File: config.mk
export PLATFORM = sky130hd
export DESIGN_NAME = source_tokenizer
export DESIGN_NICKNAME = d
export VERILOG_FILES = /design/src/rtl/tkz_pkg.sv /design/src/rtl/tkz_front.sv /design/src/rtl/tkz_queue.sv /design/src/rtl/tkz_back.sv /design/src/rtl/source_tokenizer.sv
export SDC_FILE = /design/constraint.sdc
export NUM_CORES = 1
export LEC_CHECK = 0
export ABC_AREA = 0
export BUFFER_PORTS_ARGS = -buffer_cell sky130_fd_sc_hd__buf_2
export CELL_PAD_IN_SITES_DETAIL_PLACEMENT = 0
export CELL_PAD_IN_SITES_GLOBAL_PLACEMENT = 2
export CORE_AREA = 2 2 247 188
export DETAILED_ROUTE_END_ITERATION = 16
export DIE_AREA = 0 0 249 190
export PLACE_DENSITY = 0.83
export SLEW_MARGIN = 20
export SYNTH_ARGS = -nofsm -noshare
export SYNTH_HDL_FRONTEND = slang
export SYNTH_HIERARCHICAL = 1
export SYNTH_SLANG_ARGS = --single-unit
File: constraint.sdc
create_clock -name clk -period 4.4 [get_ports clk]
set_clock_uncertainty 0.1 [all_clocks]
set_input_delay 0.22 -clock clk [delete_from_list [all_inputs] [get_ports clk]]
set_output_delay 0.22 -clock clk [all_outputs]
set_load 0.005 [all_outputs]
File: src/rtl/tkz_pkg.sv
`default_nettype none
// ----------------------------------------------------------------------------
// Tokenizer package
// Shared token types, kind codes, scanner modes, character constants and
// the character classification functions of the source tokenizer.
// ----------------------------------------------------------------------------
package tkz_pkg;

  // Token kind codes.
  typedef logic [4:0] kind_t;

  localparam kind_t K_EOF     = 5'd0;
  localparam kind_t K_IDENT   = 5'd1;
  localparam kind_t K_INT     = 5'd2;
  localparam kind_t K_STRING  = 5'd3;
  localparam kind_t K_UNKNOWN = 5'd4;
  localparam kind_t K_LPAREN  = 5'd5;
  localparam kind_t K_RPAREN  = 5'd6;
  localparam kind_t K_LBRACE  = 5'd7;
  localparam kind_t K_RBRACE  = 5'd8;
  localparam kind_t K_LBRACK  = 5'd9;
  localparam kind_t K_RBRACK  = 5'd10;
  localparam kind_t K_COMMA   = 5'd11;
  localparam kind_t K_EQEQ    = 5'd12;
  localparam kind_t K_ASSIGN  = 5'd13;
  localparam kind_t K_NE      = 5'd14;
  localparam kind_t K_NOT     = 5'd15;
  localparam kind_t K_GE      = 5'd16;
  localparam kind_t K_GT      = 5'd17;
  localparam kind_t K_LE      = 5'd18;
  localparam kind_t K_LT      = 5'd19;
  localparam kind_t K_ADDEQ   = 5'd20;
  localparam kind_t K_ADD     = 5'd21;
  localparam kind_t K_SUBEQ   = 5'd22;
  localparam kind_t K_SUB     = 5'd23;
  localparam kind_t K_MULEQ   = 5'd24;
  localparam kind_t K_MUL     = 5'd25;
  localparam kind_t K_DIVEQ   = 5'd26;
  localparam kind_t K_DIV     = 5'd27;
  localparam kind_t K_MODEQ   = 5'd28;
  localparam kind_t K_MOD     = 5'd29;
  localparam kind_t K_ANDAND  = 5'd30;
  localparam kind_t K_OROR    = 5'd31;

  // No operator pending.
  localparam kind_t K_NONE = K_EOF;

  // Scanner modes.
  localparam logic [2:0] M_IDLE    = 3'd0;
  localparam logic [2:0] M_COMMENT = 3'd1;
  localparam logic [2:0] M_IDENT   = 3'd2;
  localparam logic [2:0] M_NUMBER  = 3'd3;
  localparam logic [2:0] M_STRING  = 3'd4;
  localparam logic [2:0] M_OPER    = 3'd5;

  // Characters with a special role.
  localparam logic [7:0] CH_NUL   = 8'h00;
  localparam logic [7:0] CH_NL    = 8'h0A;
  localparam logic [7:0] CH_HASH  = 8'h23;
  localparam logic [7:0] CH_QUOTE = 8'h22;
  localparam logic [7:0] CH_UNDER = 8'h5F;
  localparam logic [7:0] CH_EQ    = 8'h3D;
  localparam logic [7:0] CH_AMP   = 8'h26;
  localparam logic [7:0] CH_BAR   = 8'h7C;

  // Token queue geometry (power of two).
  localparam int QUEUE_DEPTH = 4;
  localparam int QPTR_W      = $clog2(QUEUE_DEPTH);

  // One token as delivered on the result side.
  typedef struct packed {
    kind_t       kind;
    logic [15:0] offset;
    logic [15:0] length;
  } token_t;

  // One queue entry: the tokens caused by one source byte.
  typedef struct packed {
    logic   two;
    token_t tok0;
    token_t tok1;
  } entry_t;

  // Write request from the scanner into the queue.
  typedef struct packed {
    logic   valid;
    entry_t entry;
  } wr_req_t;

  // Queue status toward both sides.
  typedef struct packed {
    logic full;
    logic empty;
  } q_stat_t;

  function automatic logic is_space(input logic [7:0] c);
    return (c == 8'h20) || (c >= 8'h09 && c <= 8'h0D);
  endfunction

  function automatic logic is_digit(input logic [7:0] c);
    return (c >= 8'h30) && (c <= 8'h39);
  endfunction

  function automatic logic is_alpha(input logic [7:0] c);
    return (c >= 8'h61 && c <= 8'h7A) || (c >= 8'h41 && c <= 8'h5A);
  endfunction

  function automatic logic is_word(input logic [7:0] c);
    return is_alpha(c) || is_digit(c) || (c == CH_UNDER);
  endfunction

  // Single-character punctuation; K_NONE when the byte is not one.
  function automatic kind_t punct_kind(input logic [7:0] c);
    kind_t k;
    case (c)
      8'h28:   k = K_LPAREN;
      8'h29:   k = K_RPAREN;
      8'h7B:   k = K_LBRACE;
      8'h7D:   k = K_RBRACE;
      8'h5B:   k = K_LBRACK;
      8'h5D:   k = K_RBRACK;
      8'h2C:   k = K_COMMA;
      default: k = K_NONE;
    endcase
    return k;
  endfunction

  // Operator lead byte; gives the two-character kind, K_NONE otherwise.
  function automatic kind_t oper_kind(input logic [7:0] c);
    kind_t k;
    case (c)
      CH_EQ:   k = K_EQEQ;
      8'h21:   k = K_NE;
      8'h3E:   k = K_GE;
      8'h3C:   k = K_LE;
      8'h2B:   k = K_ADDEQ;
      8'h2D:   k = K_SUBEQ;
      8'h2A:   k = K_MULEQ;
      8'h2F:   k = K_DIVEQ;
      8'h25:   k = K_MODEQ;
      CH_AMP:  k = K_ANDAND;
      CH_BAR:  k = K_OROR;
      default: k = K_NONE;
    endcase
    return k;
  endfunction

endpackage
`default_nettype wire

File: src/rtl/tkz_front.sv
`default_nettype none
// ----------------------------------------------------------------------------
// Tokenizer front end
// Accepts one source byte per cycle while the queue is not full, tracks the
// scanner mode and position, and queues the tokens a byte closes or forms.
// ----------------------------------------------------------------------------
module tkz_front #(
  parameter int MAX_SOURCE_BYTES = 65536
) (
  input  wire               clk,
  input  wire               rst_n,
  input  wire               push,
  input  wire [7:0]         in_char_in,
  input  tkz_pkg::q_stat_t  q_stat,
  output logic              full,
  output tkz_pkg::wr_req_t  wr_req
);

  localparam int POS_W = $clog2(MAX_SOURCE_BYTES);
  localparam int EXT_W = (POS_W >= 17) ? POS_W + 1 : 17;
  localparam logic [POS_W-1:0] POS_MAX = POS_W'(MAX_SOURCE_BYTES - 1);

  // Scanner state.
  logic [2:0]          mode_r, mode_nxt;
  logic [POS_W-1:0]    pos_r, pos_nxt;
  logic [POS_W-1:0]    begin_r, begin_nxt;
  tkz_pkg::kind_t      pend_r, pend_nxt;

  logic                acc;
  logic [7:0]          c;
  logic [EXT_W-1:0]    p_ext, b_ext, span, span_m1;

  // Outcome of scanning the byte from the idle mode.
  logic                idle_emit, idle_set_begin, idle_eof;
  tkz_pkg::token_t     idle_tok;
  logic [2:0]          idle_mode;
  tkz_pkg::kind_t      idle_pend, pk, ok;

  // Outcome of closing the token in progress.
  logic                emit_a, run_idle;
  tkz_pkg::token_t     tok_a;
  tkz_pkg::kind_t      want_k;
  logic [7:0]          want_c;

  function automatic logic [15:0] clamp16(input logic [EXT_W-1:0] v);
    return (v > EXT_W'(16'hFFFF)) ? 16'hFFFF : v[15:0];
  endfunction

  assign full  = q_stat.full;
  assign acc   = push && !q_stat.full;
  assign c     = in_char_in;
  assign p_ext = EXT_W'(pos_r);
  assign b_ext = EXT_W'(begin_r);
  assign span  = (p_ext >= b_ext) ? (p_ext - b_ext) : '0;
  assign span_m1 = (span != '0) ? (span - EXT_W'(1)) : '0;
  assign pk = tkz_pkg::punct_kind(c);
  assign ok = tkz_pkg::oper_kind(c);

  // Scan of the byte as the first byte of a new token.
  always_comb begin
    idle_emit      = 1'b0;
    idle_tok       = '0;
    idle_mode      = tkz_pkg::M_IDLE;
    idle_set_begin = 1'b0;
    idle_pend      = tkz_pkg::K_NONE;
    idle_eof       = 1'b0;
    if (c == tkz_pkg::CH_NUL) begin
      idle_emit = 1'b1;
      idle_tok  = '{kind: tkz_pkg::K_EOF, offset: clamp16(p_ext), length: 16'd0};
      idle_eof  = 1'b1;
    end else if (tkz_pkg::is_space(c)) begin
      idle_mode = tkz_pkg::M_IDLE;
    end else if (c == tkz_pkg::CH_HASH) begin
      idle_mode = tkz_pkg::M_COMMENT;
    end else if (tkz_pkg::is_alpha(c) || c == tkz_pkg::CH_UNDER) begin
      idle_mode      = tkz_pkg::M_IDENT;
      idle_set_begin = 1'b1;
    end else if (tkz_pkg::is_digit(c)) begin
      idle_mode      = tkz_pkg::M_NUMBER;
      idle_set_begin = 1'b1;
    end else if (c == tkz_pkg::CH_QUOTE) begin
      idle_mode      = tkz_pkg::M_STRING;
      idle_set_begin = 1'b1;
    end else if (pk != tkz_pkg::K_NONE) begin
      idle_emit = 1'b1;
      idle_tok  = '{kind: pk, offset: clamp16(p_ext), length: 16'd1};
    end else if (ok != tkz_pkg::K_NONE) begin
      idle_mode      = tkz_pkg::M_OPER;
      idle_set_begin = 1'b1;
      idle_pend      = ok;
    end else begin
      idle_emit = 1'b1;
      idle_tok  = '{kind: tkz_pkg::K_UNKNOWN, offset: clamp16(p_ext), length: 16'd1};
    end
  end

  // Closing of the token in progress and the next scanner state.
  always_comb begin
    emit_a    = 1'b0;
    tok_a     = '0;
    run_idle  = 1'b0;
    mode_nxt  = mode_r;
    pend_nxt  = pend_r;
    begin_nxt = begin_r;
    want_k    = pend_r;
    want_c    = (want_k == tkz_pkg::K_ANDAND) ? tkz_pkg::CH_AMP :
                (want_k == tkz_pkg::K_OROR)   ? tkz_pkg::CH_BAR : tkz_pkg::CH_EQ;
    case (mode_r)
      tkz_pkg::M_COMMENT: begin
        if (c == tkz_pkg::CH_NUL) begin
          run_idle = 1'b1;
        end else if (c == tkz_pkg::CH_NL) begin
          mode_nxt = tkz_pkg::M_IDLE;
        end
      end
      tkz_pkg::M_IDENT, tkz_pkg::M_NUMBER: begin
        if (!(tkz_pkg::is_word(c) &&
              (mode_r == tkz_pkg::M_IDENT || tkz_pkg::is_digit(c)))) begin
          emit_a   = 1'b1;
          tok_a    = '{kind: (mode_r == tkz_pkg::M_IDENT) ? tkz_pkg::K_IDENT
                                                          : tkz_pkg::K_INT,
                       offset: clamp16(b_ext), length: clamp16(span)};
          run_idle = 1'b1;
        end
      end
      tkz_pkg::M_STRING: begin
        if (c == tkz_pkg::CH_QUOTE) begin
          // Text between the quotes.
          emit_a   = 1'b1;
          tok_a    = '{kind: tkz_pkg::K_STRING, offset: clamp16(b_ext + EXT_W'(1)),
                       length: clamp16(span_m1)};
          mode_nxt = tkz_pkg::M_IDLE;
        end else if (c == tkz_pkg::CH_NUL) begin
          // Unterminated string runs up to the end of the source.
          emit_a   = 1'b1;
          tok_a    = '{kind: tkz_pkg::K_UNKNOWN, offset: clamp16(b_ext),
                       length: clamp16(span)};
          run_idle = 1'b1;
        end
      end
      tkz_pkg::M_OPER: begin
        pend_nxt = tkz_pkg::K_NONE;
        emit_a   = 1'b1;
        if (c == want_c) begin
          tok_a    = '{kind: want_k, offset: clamp16(b_ext), length: 16'd2};
          mode_nxt = tkz_pkg::M_IDLE;
        end else begin
          // One-character form; a lone ampersand or bar is unknown.
          tok_a    = '{kind: (want_k == tkz_pkg::K_ANDAND || want_k == tkz_pkg::K_OROR)
                              ? tkz_pkg::K_UNKNOWN : want_k + 5'd1,
                       offset: clamp16(b_ext), length: 16'd1};
          run_idle = 1'b1;
        end
      end
      default: begin
        run_idle = 1'b1;
      end
    endcase

    if (run_idle) begin
      mode_nxt = idle_mode;
      if (idle_set_begin) begin
        begin_nxt = pos_r;
      end
      if (idle_mode == tkz_pkg::M_OPER) begin
        pend_nxt = idle_pend;
      end
    end

    // End of source restarts the position count.
    pos_nxt = (pos_r < POS_MAX) ? pos_r + POS_W'(1) : POS_MAX;
    if (run_idle && idle_eof) begin
      pos_nxt   = '0;
      begin_nxt = '0;
      pend_nxt  = tkz_pkg::K_NONE;
      mode_nxt  = tkz_pkg::M_IDLE;
    end
  end

  // Queue write: up to two tokens for this byte, oldest first.
  always_comb begin
    wr_req.valid       = acc && (emit_a || (run_idle && idle_emit));
    wr_req.entry.two   = emit_a && run_idle && idle_emit;
    wr_req.entry.tok0  = emit_a ? tok_a : idle_tok;
    wr_req.entry.tok1  = idle_tok;
  end

  // Scanner state registers.
  always_ff @(posedge clk) begin
    if (!rst_n) begin
      mode_r  <= tkz_pkg::M_IDLE;
      pos_r   <= '0;
      begin_r <= '0;
      pend_r  <= tkz_pkg::K_NONE;
    end else if (acc) begin
      mode_r  <= mode_nxt;
      pos_r   <= pos_nxt;
      begin_r <= begin_nxt;
      pend_r  <= pend_nxt;
    end
  end

endmodule
`default_nettype wire

File: src/rtl/tkz_queue.sv
`default_nettype none
// ----------------------------------------------------------------------------
// Tokenizer queue
// Short first-in first-out queue of per-byte token entries between the
// scanner front end and the result back end.
// ----------------------------------------------------------------------------
module tkz_queue (
  input  wire                clk,
  input  wire                rst_n,
  input  tkz_pkg::wr_req_t   wr_req,
  input  wire                rd,
  output tkz_pkg::entry_t    rd_entry,
  output tkz_pkg::q_stat_t   q_stat
);

  localparam int CNT_W = tkz_pkg::QPTR_W + 1;

  tkz_pkg::entry_t             slot_r [tkz_pkg::QUEUE_DEPTH];
  logic [tkz_pkg::QPTR_W-1:0]  wp_r, wp_nxt, rp_r, rp_nxt;
  logic [CNT_W-1:0]            cnt_r, cnt_nxt;
  logic                        do_wr, do_rd;

  assign q_stat.full  = (cnt_r == CNT_W'(tkz_pkg::QUEUE_DEPTH));
  assign q_stat.empty = (cnt_r == '0);
  assign do_wr = wr_req.valid && !q_stat.full;
  assign do_rd = rd && !q_stat.empty;
  assign rd_entry = slot_r[rp_r];

  // Pointer and fill count update.
  always_comb begin
    wp_nxt  = do_wr ? wp_r + tkz_pkg::QPTR_W'(1) : wp_r;
    rp_nxt  = do_rd ? rp_r + tkz_pkg::QPTR_W'(1) : rp_r;
    cnt_nxt = cnt_r;
    if (do_wr && !do_rd) begin
      cnt_nxt = cnt_r + CNT_W'(1);
    end else if (do_rd && !do_wr) begin
      cnt_nxt = cnt_r - CNT_W'(1);
    end
  end

  always_ff @(posedge clk) begin
    if (!rst_n) begin
      wp_r  <= '0;
      rp_r  <= '0;
      cnt_r <= '0;
    end else begin
      wp_r  <= wp_nxt;
      rp_r  <= rp_nxt;
      cnt_r <= cnt_nxt;
    end
  end

  // Entry storage.
  always_ff @(posedge clk) begin
    if (do_wr) begin
      slot_r[wp_r] <= wr_req.entry;
    end
  end

endmodule
`default_nettype wire

File: src/rtl/tkz_back.sv
`default_nettype none
// ----------------------------------------------------------------------------
// Tokenizer back end
// Presents the queued tokens one at a time on the result ports and retires
// a queue entry once all of its tokens have been transferred.
// ----------------------------------------------------------------------------
module tkz_back (
  input  wire                clk,
  input  wire                rst_n,
  input  tkz_pkg::entry_t    rd_entry,
  input  tkz_pkg::q_stat_t   q_stat,
  input  wire                pop,
  output logic               rd,
  output logic               empty,
  output logic [4:0]         out_token_kind,
  output logic [15:0]        out_token_offset,
  output logic [15:0]        out_token_length,
  output logic               out_last_of_run
);

  // Set while the second token of a two-token entry is shown.
  logic             sel_r, sel_nxt;
  logic             xfer;
  tkz_pkg::token_t  cur;

  assign empty = q_stat.empty;
  assign xfer  = pop && !q_stat.empty;
  assign cur   = sel_r ? rd_entry.tok1 : rd_entry.tok0;

  assign out_token_kind   = cur.kind;
  assign out_token_offset = cur.offset;
  assign out_token_length = cur.length;
  assign out_last_of_run  = !rd_entry.two || sel_r;

  // Step through the entry's tokens on each transfer.
  always_comb begin
    rd      = xfer && out_last_of_run;
    sel_nxt = sel_r;
    if (xfer) begin
      sel_nxt = !out_last_of_run;
    end
  end

  always_ff @(posedge clk) begin
    if (!rst_n) begin
      sel_r <= 1'b0;
    end else begin
      sel_r <= sel_nxt;
    end
  end

endmodule
`default_nettype wire

File: src/rtl/source_tokenizer.sv
// A token enters the token queue as the byte that closes it is transferred
//   (opening or extending bytes give none) and waits behind earlier tokens.
// Throughput: one byte per cycle while not full; a byte that causes two
//   tokens takes two result transfers, which the four-entry queue absorbs.
// Reset: synchronous, active low; empties the queue, returns the scanner to
//   idle between tokens at position zero. No clearing pass is needed.
`default_nettype none
// ----------------------------------------------------------------------------
// Source tokenizer
// Streaming lexer: a scanner front end classifies source bytes, a token
// queue decouples it from the back end that delivers tokens.
// ----------------------------------------------------------------------------
module source_tokenizer #(
  parameter int MAX_SOURCE_BYTES = 65536
) (
  input  wire         clk,
  input  wire         rst_n,
  input  wire         push,
  output logic        full,
  input  wire  [7:0]  in_char_in,
  output logic        empty,
  input  wire         pop,
  output logic [4:0]  out_token_kind,
  output logic [15:0] out_token_offset,
  output logic [15:0] out_token_length,
  output logic        out_last_of_run
);

  tkz_pkg::wr_req_t  wr_req;
  tkz_pkg::q_stat_t  q_stat;
  tkz_pkg::entry_t   rd_entry;
  logic              rd;

  // Scanner front end.
  tkz_front #(
    .MAX_SOURCE_BYTES (MAX_SOURCE_BYTES)
  ) u_front (
    .clk        (clk),
    .rst_n      (rst_n),
    .push       (push),
    .in_char_in (in_char_in),
    .q_stat     (q_stat),
    .full       (full),
    .wr_req     (wr_req)
  );

  // Token queue.
  tkz_queue u_queue (
    .clk      (clk),
    .rst_n    (rst_n),
    .wr_req   (wr_req),
    .rd       (rd),
    .rd_entry (rd_entry),
    .q_stat   (q_stat)
  );

  // Result back end.
  tkz_back u_back (
    .clk              (clk),
    .rst_n            (rst_n),
    .rd_entry         (rd_entry),
    .q_stat           (q_stat),
    .pop              (pop),
    .rd               (rd),
    .empty            (empty),
    .out_token_kind   (out_token_kind),
    .out_token_offset (out_token_offset),
    .out_token_length (out_token_length),
    .out_last_of_run  (out_last_of_run)
  );

endmodule
`default_nettype wire

# Word level (Yosys, flattened, before mapping)
# Memory sizes are Yosys's and may differ from the RTL's. A register that Yosys moved wholly into a read port is not among the register bits.
# Index checks and enable logic that the tools add are counted.
# totals
reg_bits	48
latch_bits	0
ram_bits	300
mem_bits_ro	0
mem_count	1
# classes
n_addsub	9
multipliers	0
div_mod_pow	0
n_lt_le_gt_ge	15
eq_ne	37
shifts	0
muxes	89
bitwise_logic	0
n_reduce_logical	44
# mem_list
memory	words	word_bits	read_ports	rd_ports_with_merged_regs	write_ports	line	source
u_queue.slot_r	4	75	1	1	1	tkz_queue.sv:18	tkz_pkg::entry_t slot_r [tkz_pkg::QUEUE_DEPTH];
# ops
operator	count
two-way mux 37 bit	12
two-way mux 16 bit	10
equality test 8 x 6 -> 1 bit (second input constant)	16
one-hot mux 37 bit (3 select lines)	1
two-way mux 35 bit	2
two-way mux 5 bit	13
one-hot mux 5 bit (11 select lines)	1
> comparator 17 x 16 -> 1 bit (second input constant)	3
equality test 8 x 7 -> 1 bit (second input constant)	6
two-way mux 3 bit	16
two-way mux 17 bit	2
> comparator 16 bit (second input constant)	2
one-hot mux 4 bit (7 select lines)	1
two-way mux 1 bit	23
adder 16 x 1 -> 17 bit (second input constant)	1
logical AND 1 bit	17
nonzero test 17 bit	1
subtractor 16 x 16 -> 17 bit	1
subtractor 17 x 1 -> 17 bit (second input constant)	1
adder 16 x 1 -> 16 bit (second input constant)	1
>= comparator 16 bit	1
>= comparator 8 x 7 -> 1 bit (second input constant)	2
<= comparator 8 x 7 -> 1 bit (second input constant)	2
< comparator 16 bit (second input constant)	1
31 further kinds	58

# Logic depth before layout (Yosys ltp)
# Gate-level depths: netlist of run 1.
# logic_depth
ltp_word	19
mapped_depth	18
depth_no_buf	17

# Modules after synthesis
# Netlist of run 1, hierarchy kept.
# modules_own_cells
module	instances	cells_per_inst	area_per_inst_um2	seq_area_each_um2
tkz_queue	1	439	11300.8	9188.8
tkz_front	1	832	5746.8	800.8
tkz_back	1	49	668.1	20.0

# Worst setup path before layout of run 1
# OpenSTA, ideal clock, no wires.
# synth_path
kind	input port to flip-flop
start	input port in_char_in[1]
end	memory u_queue/slot_r[0][0] (netlist bit), enable pin
setup_time_ns	0.442
arrival_time_ns	4.338
t_required_ns	3.858
slack_ns	-0.480
cell_stages	12
path_buffers	3
path_cell_list	buf_2 -> or4_1 -> o22ai_1 -> o311a_2 -> nand2_1 -> nor4_1 -> clkbuf_1 -> nand2_1 -> a21oi_1 -> nor2b_1 -> buf_2 -> and2_1
# synth_rtl
item	line	source
start: declaration	source_tokenizer.sv:20	input wire [7:0] in_char_in,
end: declaration	tkz_queue.sv:18	

==> results of run 1 <==
registers in the layout, summed over array words and instances, names as in the netlist, named ones only:
name	cells
u_back/sel_r	1
u_front/begin_r	16
u_front/mode_r	3
u_front/pend_r	5
u_front/pos_r	16
u_queue/cnt_r	3
u_queue/rp_r	2
u_queue/slot_r	300
u_queue/wp_r	2
cell type report:
class / count / area, sq um
sequential: 350 / 10000
multi-input combinational: 858 / 7080
fill: 4058 / 25200
tap: 595 / 744
clock inverter: 24 / 179
inverter: 39 / 146
clock buffer: 41 / 920
timing repair buffer: 126 / 908
critical path, delay by kind of cell (launching register included):
| kind | cells | cell delay [ps] |
|---|---|---|
| adders and majority gates | 1 | 390 |
| DFF | 1 | 320 |
| and+or+nand+nor | 2 | 360 |
| buffers and inverters | 3 | 470 |
| AOI/OAI and AO/OA | 7 | 2430 |
repair_timing:
item,4_1_cts,5_1_grt
gates resized for setup,0,4
hold buffers,0,0
endpoints found under the setup margin,0,12
layer usage:
| layer | track usage (%) | vias to the layer above | routed length (um) |
|---|---|---|---|
| met2 | 26.3 | 343 | 18400 |
| li1 | - | 5249 | - |
| met3 | 3.52 | 36 | 3030 |
| met1 | 26.5 | 5560 | 20100 |
| met5 | 0 | - | 0 |
| met4 | 2.87 | 0 | 427 |
cell families (layout without fill, tap and decap cells):
group	Yosys count	in the layout	synth area share, %
compound gates	292	292	11.2
buf+inv	127	230	4.00
flops	350	350	56.5
mux	120	120	13.0
fa+ha+maj	34	34	2.49
xor+xnor	29	29	1.43
other cells	1	16	0.0212
simple gates	367	367	11.4
power by group:
part,total (mW),switching [mW],internal (mW)
Clock,2.84,1.26,1.58
Combinational,2.14,1.07,1.07
Sequential,4.01,0.0925,3.91
cell usage in the layout, fill, tap and decap left out, drive strengths merged, types with 5 or more instances in the layout:
cell type  instances
a21o              12
a22oi              9
o22ai              9
nand2b            21
a21boi            22
a31oi              8
inv               41
mux2i              6
nand3             41
or3                5
edfxtp           300
nor3              28
xor2               8
nand2             92
and3              16
or4                5
a211oi             6
o31ai              8
nor3b              6
conb              16
clkbuf            41
nor2b             18
mux2              39
and2              37
mux4              75
o21ai             87
a21oi             63
nand4              7
nor2              60
xnor2             21
or2                5
clkinv            17
buf              126
a22o               5
nor4              12
ha                32
dfxtp             50
o21a              10
per-stage QoR:
| stage | setup slack [ps] | hold WS, ps | cell area [sq um] | util [%] |
|---|---|---|---|---|
| after floorplan | 136 | 248 | 17800 | - |
| after global placement | 236 | 390 | 18800 | 41.6 |
| after detailed placement | 174 | 399 | 18800 | 41.7 |
| after CTS | 161 | 59.0 | 19900 | 44.1 |
| after global routing | 2.00 | 73.6 | 20000 | 44.3 |
| final | 189 | 86.5 | 20000 | 44.3 |
final timing paths:
check / startpoint / end / slack [ps] / cells past startpoint
hold / removal: pop / u_back/sel_r$_SDFFE_PN0P_ / 90 / 4
hold reg to reg: u_queue/wp_r[1]$_SDFFE_PN0P_ / u_queue/wp_r[1]$_SDFFE_PN0P_ / 400 / 2
setup / recovery: u_front/begin_r[10]$_SDFFE_PN0P_ / u_queue/slot_r[1][45]$_DFFE_PP_ / 190 / 13
setup reg to reg: u_front/begin_r[10]$_SDFFE_PN0P_ / u_queue/slot_r[1][45]$_DFFE_PP_ / 190 / 13
==> flow_summary_export.csv, run 1 <==
group,metric,value,unit
run_status,status,"finished clean",
place,place_congestion,0.884,
yosys,synth_enable_flop_cells,300,
drt,firstDrtPassIters,5,
timing,final_setup_fails,0,
floorplan,die_width,249,um
global_route,grt_max_degree,76,
global_route,grt_first_pass_wirelength,64200,um
clocking,cts.clk_slew.worst_paths,60,ps
yosys,netlist_area,0.0177,sq mm
timing,grt_setup_unrepaired,"no",
pwr,leakage_power_summed_over_all_cells,6.79,nW
pwr,power.ir.vdd_worst,0.000230,V
floorplan,floorplan.core_area,0.0452,sq mm
finish,layout_area_growth_over_synthesis,12.9,%
drt,dr.first_iter.drc_count,857,
worst_setup_path,timing.critical_path.cells,"inv_1, ha_1, a21o_1, a2111oi_0, o21ai_0, and3_1, o21bai_1, nor4_2, buf_4, a211o_1, o21a_1, o31ai_1, buf_4",
timing,period_needed,4210,ps
drt,number_of_drc_violations_after_detailed_routing,0,
yosys,main_area_contributors_after_synthesis,"sky130_fd_sc_hd__edfxtp_1 51%, sky130_fd_sc_hd__mux4_2 9.5%, sky130_fd_sc_hd__dfxtp_1 5.7%",
worst_setup_path,worstSetupStartpointType,"register",
clocking,tritoncts_num_sinks,350,
drt,antenna_violating_nets_post_route,0,
yosys,postSynthRegisterBits,350,
worst_setup_path,worst_path_largest_cell_delay,450,ps
yosys,synth_most_common_cell,"sky130_fd_sc_hd__edfxtp_1",
clocking,root_buffer,"sky130_fd_sc_hd__clkbuf_16",
worst_setup_path,endpoint_kind_of_the_worst_setup_timing_path,"register",
global_route,via_count_of_the_first_global_routing_pass,10900,
global_route,number_of_antenna_violations_at_the_first_check_in_global_routing,0,
yosys,postSynth.asyncResetShare,0,%
worst_setup_path,worstPathMaxFanout,9,
floorplan,die_height,190,um
place,numPortBuffers,51,
clocking,cts-buffers-inserted,36,
yosys,syn-instance-count,1320,
floorplan,start_util,39.2,%
timing,final-hold-violation-count,0,
clocking,cts_max_level,2,
drt,totalWireLength,41900,um
place,dp_hpwl,28300,um
timing,fin_setup_tns,0,ps
pwr,final_power,8.99,mW
yosys,synth.top_cells.by_count,"300 x sky130_fd_sc_hd__edfxtp_1, 90 x sky130_fd_sc_hd__nand2_1, 86 x sky130_fd_sc_hd__o21ai_0, 75 x sky130_fd_sc_hd__mux4_2, 63 x sky130_fd_sc_hd__a21oi_1",
timing,slew_violations,0,
yosys,syn_avg_cell_area,13.4,sq um
timing,worst_slew_margin_rel,31.6,%
finish,layout.nets,1457,
worst_setup_path,cp.required,4690,ps
finish,layout-drive-gt1-share,24.3,%
place,dp.cells,1966,
finish,antennaDiodeCount,0,
floorplan,ioPinCount,52,
drt,detail_route.vias_per_cell,5.50,
yosys,count_of_unique_library_cells_instantiated_by_yosys,94,
timing,fmaxAchievable,237,MHz
worst_setup_path,most_prevalent_standard_cell_on_the_critical_path,"sky130_fd_sc_hd__buf_4",
drt,detail_route.wl_per_cell,20.6,um
worst_setup_path,timing_worst_setup_path_type,"reg -> reg",
yosys,primary_ff_master_synth,"sky130_fd_sc_hd__edfxtp_1",
floorplan,die_area,0.0473,sq mm
worst_setup_path,arrival,4510,ps
yosys,synth_top_area_share,50.9,%
yosys,synth_area_leader_cell,"sky130_fd_sc_hd__edfxtp_1",
worst_setup_path,crit_slowest_cell,"sky130_fd_sc_hd__a2111oi_0",
yosys,synth_seq_area_share,56.5,%
timing,ratio_of_final_minimum_period_to_clock_period,95.7,%
global_route,grt_overflow,0,
clocking,worstSkewPairLatency,540,ps
finish,final-instance-count-excl-fill,2033,
floorplan,core.rowCount,68,
yosys,yosys_warnings,6,
hold_path,worst_hold_path_type,"in -> reg",
clocking,cts_tree,"done",
drt,num_vias,11200,
global_route,grt.total_usage,17.5,%
job,max-cap-violations,0,
pwr,power_per_cell_area,450,mW/mm^2
clocking,cts_setup_buffers,0,
timing,max_slew.worst_pin.slew,1030,ps
clocking,cts.path.max_buffers,3,
Power figures use the tool's default switching activity.
==> inputs of run 2 (changes only) <==
--- a/config.mk
+++ b/config.mk
@@ -9,10 +9,11 @@
 export BUFFER_PORTS_ARGS = -buffer_cell sky130_fd_sc_hd__buf_2
 export CELL_PAD_IN_SITES_DETAIL_PLACEMENT = 0
 export CELL_PAD_IN_SITES_GLOBAL_PLACEMENT = 2
-export CORE_AREA = 2 2 247 188
+export CORE_AREA = 2 2 244 186
+export CTS_CLUSTER_DIAMETER = 50
 export DETAILED_ROUTE_END_ITERATION = 16
-export DIE_AREA = 0 0 249 190
-export PLACE_DENSITY = 0.83
+export DIE_AREA = 0 0 246 188
+export PLACE_DENSITY = 0.85
 export SLEW_MARGIN = 20
 export SYNTH_ARGS = -nofsm -noshare
 export SYNTH_HDL_FRONTEND = slang
==> run 2 against run 1 <==
Compared with the run above: hold slack got worse by 9.8 ps; critical path depth rose by 1; maximum frequency rose by 1.4%.
==> flow_summary_export.csv, run 2 (synthesis gave the netlist of run 1 again) <==
group,metric,value,unit
drt,met1Wirelength,21000,um
drt,number_of_drc_violations_after_detailed_routing,0,
timing,max_slew.worst_pin.slew,1010,ps
worst_setup_path,arrival,4320,ps
worst_setup_path,worst-path-stages,14,
hold_path,hold_depth,2,
timing,fmaxAchievable,241,MHz
timing,grt_setup_unrepaired,"no",
timing,ratio_of_final_minimum_period_to_clock_period,94.4,%
place,pre_cts_ws,182,ps
global_route,grt_max_degree,76,
finish,largest_register_ffs,300,
global_route,grt.total_usage,18.3,%
worst_setup_path,endpoint_kind_of_the_worst_setup_timing_path,"register",
timing,fin_setup_tns,0,ps
floorplan,die_area,0.0462,sq mm
timing,final_setup_fails,0,
worst_setup_path,timing.critical_path.cells,"ha_1, and3_1, ha_1, or3b_1, a2111o_1, a211oi_4, nor2_2, or4_4, nand2_1, a21oi_1, nor2b_1, buf_4, and2_4, buf_12",
worst_setup_path,r2r_start,"u_front/pend_r[0]$_SDFFE_PN0P_",
worst_setup_path,crit_family,"simple AND/OR/NAND/NOR gates",
drt,firstDrtPassIters,5,
hold_path,worst_hold_path_type,"in -> reg",
drt,detail_route.vias_per_cell,5.62,
drt,num_vias,11400,
clocking,cts.hold.buffers_added,0,
clocking,cts_max_level,2,
place,dp_hpwl,29000,um
clocking,tritoncts_num_sinks,350,
clocking,cts_tree,"done",
pwr,leakage_power_summed_over_all_cells,6.89,nW
place,placed_cell_area,0.0189,sq mm
drt,route.met3.wl,2980,um
floorplan,core.rowCount,67,
floorplan,die_width,246,um
clocking,cts.path.max_buffers,3,
floorplan,floorplan.core_area,0.0440,sq mm
finish,regMostFlops,"u_queue/slot_r",
run_status,status,"finished clean",
global_route,grt_overflow,0,
job,max-cap-violations,0,
worst_setup_path,cp.required,4570,ps
pwr,final_power,9.47,mW
hold_path,start_point_of_the_worst_min_delay_path,"rst_n",
finish,antennaDiodeCount,0,
worst_setup_path,most_prevalent_standard_cell_on_the_critical_path,"sky130_fd_sc_hd__ha_1",
floorplan,ioPinCount,52,
timing,hold_ws,76.7,ps
worst_setup_path,worst_path_largest_cell_delay,540,ps
finish,fillerInstances,3852,
worst_setup_path,worstSetupStartpointType,"register",
place,numPortBuffers,51,
clocking,cts-buffers-inserted,39,
timing,period_needed,4150,ps
global_route,grt_first_pass_wirelength,65100,um
drt,dr.first_iter.drc_count,1103,
clocking,cts.clk_slew.worst_paths,60,ps
finish,biggestRegsByFlops,"u_queue/slot_r: 300 flops, u_front/begin_r: 16 flops, u_front/pos_r: 16 flops",
global_route,via_count_of_the_first_global_routing_pass,10700,
drt,dr.max_layer_used,"met4",
clocking,worstSkewPairLatency,540,ps
global_route,number_of_antenna_violations_at_the_first_check_in_global_routing,0,
worst_setup_path,wp_buf_inv,2,
timing,fin_ws,247,ps
pwr,power.ir.vdd_worst,0.000251,V
finish,layout-drive-gt1-share,24.5,%
finish,layout_area_growth_over_synthesis,14.0,%
drt,detail_route.wl_per_cell,21.0,um
floorplan,start_util,40.3,%
finish,most-common-layout-cells,"300 x sky130_fd_sc_hd__edfxtp_1, 90 x sky130_fd_sc_hd__nand2_1, 85 x sky130_fd_sc_hd__o21ai_0",
finish,layout.nets,1460,
worst_setup_path,worst_r2r_path_depth,14,
worst_setup_path,worstPathMaxFanout,41,
floorplan,die_height,188,um
timing,slew_violations,0,
finish,most_common_cell_after_layout_fill_and_taps_aside,"sky130_fd_sc_hd__edfxtp_1",
worst_setup_path,timing_worst_setup_path_type,"reg -> reg",
finish,final_area,0.0202,sq mm
pwr,power_per_cell_area,469,mW/mm^2
place,place_congestion,0.880,
worst_setup_path,rrSetupSlack,250,ps
drt,totalWireLength,42600,um
drt,antenna_violating_nets_post_route,0,
timing,worst_slew_margin_rel,32.3,%
timing,final-hold-violation-count,0,
worst_setup_path,crit_slowest_cell,"sky130_fd_sc_hd__or4_4",
clocking,root_buffer,"sky130_fd_sc_hd__clkbuf_16",
worst_setup_path,startpoint,"u_front/pend_r[0]$_SDFFE_PN0P_",
drt,routed_length_on_met2,18100,um
## run 2: metrics by stage
stage	util [%]	instances
floorplan	-	1335
global placement	42.8	1957
detailed placement	42.8	1957
CTS	45.8	2026
global route	45.9	2028
finish	45.9	2028
## run 2: timing repair
item	4_1_cts	5_1_grt
endpoints found under the setup margin	0	33
buffers inserted	0	1
gates resized for setup	0	6
## run 2: power by group
group / leakage [nW] / internal (mW) / total (mW) / switching [mW]
Combinational: 3.03 / 1.07 / 2.16 / 1.08
Sequential: 3.24 / 3.92 / 4.01 / 0.0961
Clock: 0.632 / 2.00 / 3.30 / 1.30
Total: 6.89 / 6.99 / 9.47 / 2.49
## run 2: final cells by class
class                           count  area, sq um  share of cell area, %
Tap cell                          586          733                   3.63
Clock buffer                       47         1010                   4.98
Timing Repair Buffer              126          918                   4.55
Clock inverter                     22          298                   1.47
Inverter                           39          146                  0.725
Multi-Input combinational cell    858         7080                   35.0
Sequential cell                   350        10000                   49.6
## run 2: worst register-to-register path: cells and delay by family, from the launching register on
| kind | cells | cell delay (ps) |
|---|---|---|
| AOI/OAI and AO/OA | 3 | 750 |
| buffers and inverters | 2 | 480 |
| adders and majority gates | 2 | 430 |
| and+or+nand+nor | 7 | 1760 |
| DFF | 1 | 330 |
## run 2: final timing paths
kind	endpoint
worst max-delay path	u_queue/slot_r[2][4]$_DFFE_PP_
worst min-delay path	u_back/sel_r$_SDFFE_PN0P_
worst max register to register	u_queue/slot_r[2][4]$_DFFE_PP_
worst min register to register	u_front/pend_r[4]$_SDFFE_PN0P_
## run 2: per-layer routing
metal | vias to the layer above | track usage, %
met5 | - | 0
met4 | 0 | 3.54
met2 | 356 | 25.8
met3 | 42 | 3.22
met1 | 5735 | 29.3
li1 | 5270 | -
